File: src/rtl/core/tbp_pkg.sv
// ----------------------------------------------------------------------------
// tbp_pkg
// Shared constants and a helper function of the tournament branch predictor.
// ----------------------------------------------------------------------------
package tbp_pkg;

  localparam int unsigned MaxBimodalBits = 12;
  localparam int unsigned MaxGshareBits  = 12;
  localparam int unsigned MaxChooserBits = 12;

  localparam int unsigned CfgIdxW = 2;
  localparam logic [CfgIdxW-1:0] CfgChooser = 2'd0;
  localparam logic [CfgIdxW-1:0] CfgGshare  = 2'd1;
  localparam logic [CfgIdxW-1:0] CfgHistory = 2'd2;
  localparam logic [CfgIdxW-1:0] CfgBimodal = 2'd3;

  localparam logic [2:0] CtrInit  = 3'd4;
  localparam logic [2:0] CtrMax   = 3'd7;
  localparam logic [1:0] ChsInit  = 2'd1;
  localparam logic [1:0] ChsMax   = 2'd3;

  // Input item: tdata[31:0] branch_pc, tdata[32] taken.
  localparam int unsigned InDataW  = 40;
  // Result item: predicted_taken, mispredicted, chose_gshare, counts.
  localparam int unsigned OutDataW = 72;

  // Clamp a 4-bit width to the range 1..hi.
  function automatic logic [4:0] clamp_bits(input logic [3:0] v, input logic [4:0] hi);
    logic [4:0] r;
    r = {1'b0, v};
    if (r == 5'd0) r = 5'd1;
    if (r > hi) r = hi;
    return r;
  endfunction

endpackage

File: src/rtl/core/tbp_front.sv
// ----------------------------------------------------------------------------
// tbp_front
// Accepts branch items and classifies each into table indexes; holds the
// configuration registers and a two-entry queue toward the back end.
// ----------------------------------------------------------------------------
module tbp_front #(
  parameter int unsigned BimodalBits = tbp_pkg::MaxBimodalBits,
  parameter int unsigned GshareBits  = tbp_pkg::MaxGshareBits,
  parameter int unsigned ChooserBits = tbp_pkg::MaxChooserBits
) (
  input  logic                         clk_i,
  input  logic                         rst_ni,
  input  logic [31:0]                  pc_i,
  input  logic                         taken_i,
  input  logic                         in_valid_i,
  output logic                         in_ready_o,
  output logic [GshareBits-1:0]        gmask_o,
  output logic [4:0]                   hist_len_o,
  input  logic                         cfg_valid_i,
  input  logic [tbp_pkg::CfgIdxW-1:0]  cfg_idx_i,
  input  logic [3:0]                   cfg_data_i,
  output logic                         q_valid_o,
  input  logic                         q_pop_i,
  output logic [BimodalBits-1:0]       q_bi_o,
  output logic [GshareBits-1:0]        q_gpc_o,
  output logic [ChooserBits-1:0]       q_ci_o,
  output logic                         q_taken_o
);
  import tbp_pkg::*;

  logic [3:0] kbits_q, gbits_q, hbits_q, bbits_q;
  logic [4:0] kb, gb, bb;

  always_ff @(posedge clk_i or negedge rst_ni) begin
    if (!rst_ni) begin
      kbits_q <= 4'd8;
      gbits_q <= 4'd10;
      hbits_q <= 4'd6;
      bbits_q <= 4'd10;
    end else if (cfg_valid_i) begin
      unique case (cfg_idx_i)
        CfgChooser: kbits_q <= cfg_data_i;
        CfgGshare:  gbits_q <= cfg_data_i;
        CfgHistory: hbits_q <= cfg_data_i;
        CfgBimodal: bbits_q <= cfg_data_i;
        default: ;
      endcase
    end
  end

  assign kb = clamp_bits(kbits_q, 5'(ChooserBits));
  assign gb = clamp_bits(gbits_q, 5'(GshareBits));
  assign bb = clamp_bits(bbits_q, 5'(BimodalBits));
  assign hist_len_o = clamp_bits(hbits_q, gb);

  // The gshare PC part is stored; history is XORed in the back end, where
  // the history of the item just before is final.
  logic [BimodalBits-1:0] bi;
  logic [GshareBits-1:0]  gpc;
  logic [ChooserBits-1:0] ci;
  logic [BimodalBits-1:0] bmask;
  logic [GshareBits-1:0]  gmask;
  logic [ChooserBits-1:0] cmask;

  always_comb begin
    bmask = '0;
    gmask = '0;
    cmask = '0;
    for (int i = 0; i < BimodalBits; i++) bmask[i] = (i < int'(bb));
    for (int i = 0; i < GshareBits; i++)  gmask[i] = (i < int'(gb));
    for (int i = 0; i < ChooserBits; i++) cmask[i] = (i < int'(kb));
    bi  = pc_i[2 +: BimodalBits] & bmask;
    gpc = pc_i[2 +: GshareBits] & gmask;
    ci  = pc_i[2 +: ChooserBits] & cmask;
  end

  // The history may still be longer than a newly narrowed gshare index.
  assign gmask_o = gmask;

  // Two-entry queue.
  localparam int unsigned EntW = BimodalBits + GshareBits + ChooserBits + 1;
  logic [EntW-1:0] ent_q [2];
  logic            rd_q, wr_q;
  logic [1:0]      cnt_q;
  logic            push;

  assign in_ready_o = (cnt_q != 2'd2);
  assign push = in_valid_i && in_ready_o;
  assign q_valid_o = (cnt_q != 2'd0);
  assign {q_bi_o, q_gpc_o, q_ci_o, q_taken_o} = ent_q[rd_q];

  always_ff @(posedge clk_i) begin
    if (push) ent_q[wr_q] <= {bi, gpc, ci, taken_i};
  end

  always_ff @(posedge clk_i or negedge rst_ni) begin
    if (!rst_ni) begin
      rd_q <= 1'b0;
      wr_q <= 1'b0;
      cnt_q <= 2'd0;
    end else begin
      if (push) wr_q <= ~wr_q;
      if (q_pop_i) rd_q <= ~rd_q;
      cnt_q <= cnt_q + 2'(push) - 2'(q_pop_i);
    end
  end
endmodule

File: config.mk
export PLATFORM = sky130hd
export DESIGN_NAME = tbp_front
export DESIGN_NICKNAME = d
export VERILOG_FILES = /design/src/rtl/core/tbp_pkg.sv /design/src/rtl/core/tbp_front.sv
export SDC_FILE = /design/constraint.sdc
export NUM_CORES = 1
export LEC_CHECK = 0
export BUFFER_PORTS_ARGS = -buffer_cell sky130_fd_sc_hd__buf_2
export CORE_MARGIN = 4
export CORE_UTILIZATION = 53
export CTS_CLUSTER_SIZE = 14
export DETAILED_ROUTE_END_ITERATION = 10
export GPL_TIMING_DRIVEN = 0
export HOLD_SLACK_MARGIN = 0.05
export PLACE_DENSITY_LB_ADDON = 0.15
export SYNTH_ARGS = -nofsm -noshare
export SYNTH_HDL_FRONTEND = slang
export SYNTH_SLANG_ARGS = --single-unit
File: constraint.sdc
create_clock -name clk_i -period 3.4 [get_ports clk_i]
set_clock_uncertainty 0.1 [all_clocks]
set_input_delay 0.51 -clock clk_i [delete_from_list [all_inputs] [get_ports clk_i]]
set_output_delay 0.51 -clock clk_i [all_outputs]
set_load 0.1 [all_outputs]
Yosys cells after proc, flatten, opt, wreduce, memory -nomap -nowiden
Memory sizes are Yosys's and may differ from the RTL's.
Cells that the tools add are included.
- output and inout port bits: 56
- word-level logic and storage cells: 80
- RAM bits: 74
- bits in registers: 20
- memories kept: 1
- input port bits: 44
- add/sub/neg operators: 2
- eq/ne operators: 4
- reductions and logical operators: 11
- multiplexer cells: 10
- order comparisons: 40
- bitwise gates (word level): 5
- memories (memory ; words ; bits a word ; rd ports ; clocked after Yosys merged registers in ; write ports ; line ; source):
    ent_q ; 2 ; 37 ; 1 ; 0 ; 1 ; tbp_front.sv:82 ; logic [EntW-1:0] ent_q [2];
- operators by type and width (kind ; number):
    < comparator 3 x 5 -> 1 bit, first input constant ; 12
    < comparator 4 x 5 -> 1 bit, first input constant ; 12
    bitwise AND 12 bit ; 3
    < comparator 1 x 5 -> 1 bit, first input constant ; 6
    < comparator 2 x 5 -> 1 bit, first input constant ; 6
    2-to-1 mux 5 bit ; 4
    zero test 4 bit ; 4
    2-to-1 mux 4 bit ; 4
    > comparator 5 x 4 -> 1 bit, second input constant ; 3
    AND reduction 2 bit ; 4
    > comparator 5 bit ; 1
    equality test 2 bit, second input constant ; 2
    adder 2 x 1 -> 2 bit ; 1
    equality test 2 x 1 -> 1 bit, second input constant ; 1
    zero test 2 bit ; 1
    2-to-1 mux 1 bit ; 2
    inequality test 2 bit, second input constant ; 1
    NOT 1 bit ; 2
    nonzero test 2 bit ; 1
    subtractor 2 x 1 -> 2 bit ; 1
    logical AND 1 bit ; 1

Depth between registers and ports, before layout
- word-level depth: 6
- depth in mapped cells: 10
- gate-level depth less buffers: 9

Worst setup path before layout
OpenSTA, ideal clock, no wires.
- path kind: reg-to-output
- start: register gbits_q[3]
- end: output hist_len_o[0]
- stages on the path, launching flop included: 9
- arrival: 3.176 ns
- required time: 2.790 ns
- setup slack: -0.386 ns
- path buffers: 1
- cell sequence: dfstp_2 > buf_4 > inv_1 > o21ai_0 > ha_1 > nand2_1 > o22a_2 > o21a_4 > mux2i_1
- cells in the longest elaborated chain, start to end: 6
- ends and longest elaborated chain (item ; line ; source):
    from (decl) ; tbp_front.sv:31 ; logic [3:0] kbits_q, gbits_q, hbits_q, bbits_q;
    from (signal assigned) ; tbp_front.sv:43 ; CfgGshare: gbits_q <= cfg_data_i;
    zero test 4 bit ; tbp_pkg.sv:31 ; if (r == 5'd0) r = 5'd1;
    2-to-1 mux 4 bit (*) ; tbp_pkg.sv:31 ;
    > comparator 5 x 4 -> 1 bit ; tbp_pkg.sv:32 ; if (r > hi) r = hi;
    2-to-1 mux 5 bit (*) ; tbp_pkg.sv:32 ;
    > comparator 5 bit ; tbp_pkg.sv:32 ;
    2-to-1 mux 5 bit (*) ; tbp_pkg.sv:32 ;
    to (decl) ; tbp_front.sv:18 ; output logic [4:0] hist_len_o,
Mark *: on every way between the ends. The rest lies on a longest branch, timed or not.

Worst setup path after layout
- start: register gbits_q[3]
- end: output hist_len_o[2]
Same word-level chain as after synthesis.

==> out/metrics.cfg <==
[global_routing]
grt_max_degree=38
grt_overflow=0
gr-usage-all-layers_pct=18.14
grt_pass1_vias=2474
grt_pass1_wl_mm=12.11
antenna_found_initial=0

[drt]
viasPerCell=5.323
wire_per_inst_um=17.08
drt_wl_total_mm=7.890
drt_iter0_drc=99
drc=0
drtAntennaViolNets=0
first_pass_iters=4
vias=2459

[placement]
port_buffers=76
place_area_sq_um=4656
gp_congestion=0.7833
place_hpwl_mm=5.660

[final_layout]
layout_commonest_cell=buf_2
area_growth_pct=17.97
fillCellCount=560
regArea_sq_um=2731
final_area_sq_um=4863
final_cell_mix=75 x buf_2, 74 x edfxtp_1, 53 x mux2_2
multi_input_area_sq_um=1272
final_layout_size_suffix_gt1_share_pct=46.28
n_antenna_cell=0
nets=409

[cts]
cts_num_sinks=94
htree_levels=3
cts_buffer_depth=2
path_clk_slew_ps=90
clk_root_buffer_cell=clkbuf_8
cts_tree=done
clk_latency_ps=350
cts-buffers-inserted=9

[hold_path]
hold_class=in -> reg

[floorplan]
die_h_um=96.20
core_area_sq_um=7408
start_util_pct=55.65
die-area_sq_um=9253
io_pins=100
num_rows=31
die_w_um=96.20

[logic_synthesis]
synth_area_leaders=edfxtp_1 54%, mux2_2 14%, dfrtp_1 7.9%
avgSynthCellArea_sq_um=15.27
synthSimpleGateAreaFrac_pct=6.677
synth_seq_cells=94
synth_fp_nets=320
synthXorXnorAreaFrac_pct=0.8498
synth_compound_area_share_pct=5.432
ys_warn_count=0
synthDistinctLibCells=39
synth-seq-area-share_pct=66.25
netlist.area_leader.share_pct=53.90
synth_cells=270
synth_top_family_by_area=multiplexers
yosys.area.top_type=edfxtp_1
synthAdderAreaFrac_pct=1.821
syn-cell-area_sq_um=4123
muxShareOfSynthArea_pct=15.69

[worst_setup_path]
end_kind=primary output
crit_arrival_ps=2640
cp-start-kind=flip-flop
cp.required_ps=2790
path_class=reg -> out
path_max_fanout=10

[sta]
fmax_mhz=307.6
slew_headroom_pct=41.95
finalHoldViolations=0
period_share_pct=95.61
setup_viol=0
min_period_ps=3251
worst_pin_slew_ps=870.8
drv_slew=0
hold_slack_ps=246.5
rsz0062_at_grt=no
fin_setup_tns_ps=0

[job]
maxCapViolations=0

[outcome]
status=completed

layer usage:
metal / up-vias / global-route usage, % / wire length (um)
li1: 1163 / - / -
met1: 1218 / 22.00 / 3271
met2: 63 / 30.82 / 4034
met3: 15 / 4.066 / 417
met4: 0 / 8.175 / 166
met5: - / 0 / 0
critical path, cell delays in order (launching register included):
cell and delay [ps]:
dfstp_2 540, buf_4 180, inv_1 150, o21ai_1 230, ha_1 260, nand2_1 90, o22a_2 150, o21a_4 150
mux2_4 300, buf_4 230
cells by family (layout without fill, tap and decap cells):
family	count (synthesis)	after routing
flip-flops	94	94
multiplexers	57	57
AND/OR/NAND/NOR	49	49
AO/OA/AOI/OAI	30	30
buffers and inverters	28	121
adder cells (fa/ha/maj)	6	6
XOR/XNOR	4	4
other	2	2
worst paths after layout:
kind | from | depth (start not counted) | end | slack (ps)
worst max-delay path | gbits_q[3] | 9 | hist_len_o[2] | 150
worst min-delay path | pc_i[2] | 1 | ent_q[0][1] | 250
worst max register to register | cnt_q[1] | 2 | ent_q[1][36] | 1610
worst min register to register | cnt_q[1] | 1 | cnt_q[1] | 400
max in group asynchronous | rst_ni | 2 | kbits_q[3] | 2340
min in group asynchronous | rst_ni | 2 | cnt_q[0] | 510
cells in the mapped netlist:
library cell and instances:
a211oi_1 2, a21o_1 1, a21oi_1 6, a2bb2oi_1 1, a31oi_1 2, and2_1 12, and3_1 4, buf_2 3
buf_4 5, clkbuf_1 13, conb_1 2, dfrtp_1 13, dfstp_2 7, edfxtp_1 74, ha_1 6, inv_1 7
mux2_2 53, mux2_4 2, mux2i_1 2, nand2_1 8, nand2b_1 2, nand3_1 1, nand3b_1 2, nor2_1 9
nor2b_1 7, nor3_1 1, nor3b_2 1, o211a_1 2, o21a_1 7, o21a_4 1, o21ai_0 2, o21ai_1 1
o22a_2 1, o311a_1 2, o31a_1 2, or2_2 1, or3_4 1, xnor2_1 3, xor2_1 1
registers in the layout (all words and copies together), names as in the netlist:
| name | count |
|---|---|
| ent_q | 74 |
| bbits_q | 4 |
| gbits_q | 4 |
| rd_q | 1 |
| kbits_q | 4 |
| cnt_q | 2 |
| wr_q | 1 |
| hbits_q | 4 |
per-stage QoR:
step | util, % | setup slack [ps] | std cells
after floorplan | - | -385.9 | 270
after global placement | 62.49 | 411.1 | 445
after detailed placement | 62.84 | 340.8 | 446
after CTS | 65.65 | 36.67 | 462
after global routing | 65.65 | 4.168 | 462
final | 65.65 | 149.2 | 462
what timing repair did:
| item | 4_1_cts | 5_1_grt |
|---|---|---|
| setup buffers | 0 | 0 |
| resized for setup | 4 | 1 |
| setup endpoints to repair | 4 | 4 |
| hold endpoints to repair | 13 | 0 |
| hold buffers | 1 | 0 |
area by class of cell:
cell class	count	share of cell area, %
Timing Repair Buffer	78	8.644
Tap cell	99	2.547
Inverter	7	0.5403
Multi-Input combinational cell	148	26.16
Sequential cell	94	56.16
Buffer	21	2.084
Clock buffer	9	2.547
Clock inverter	6	1.312
Power is left out: the tool's default activity adds up to more than one toggle a clock period on the data nets, which glitch-free logic cannot reach.
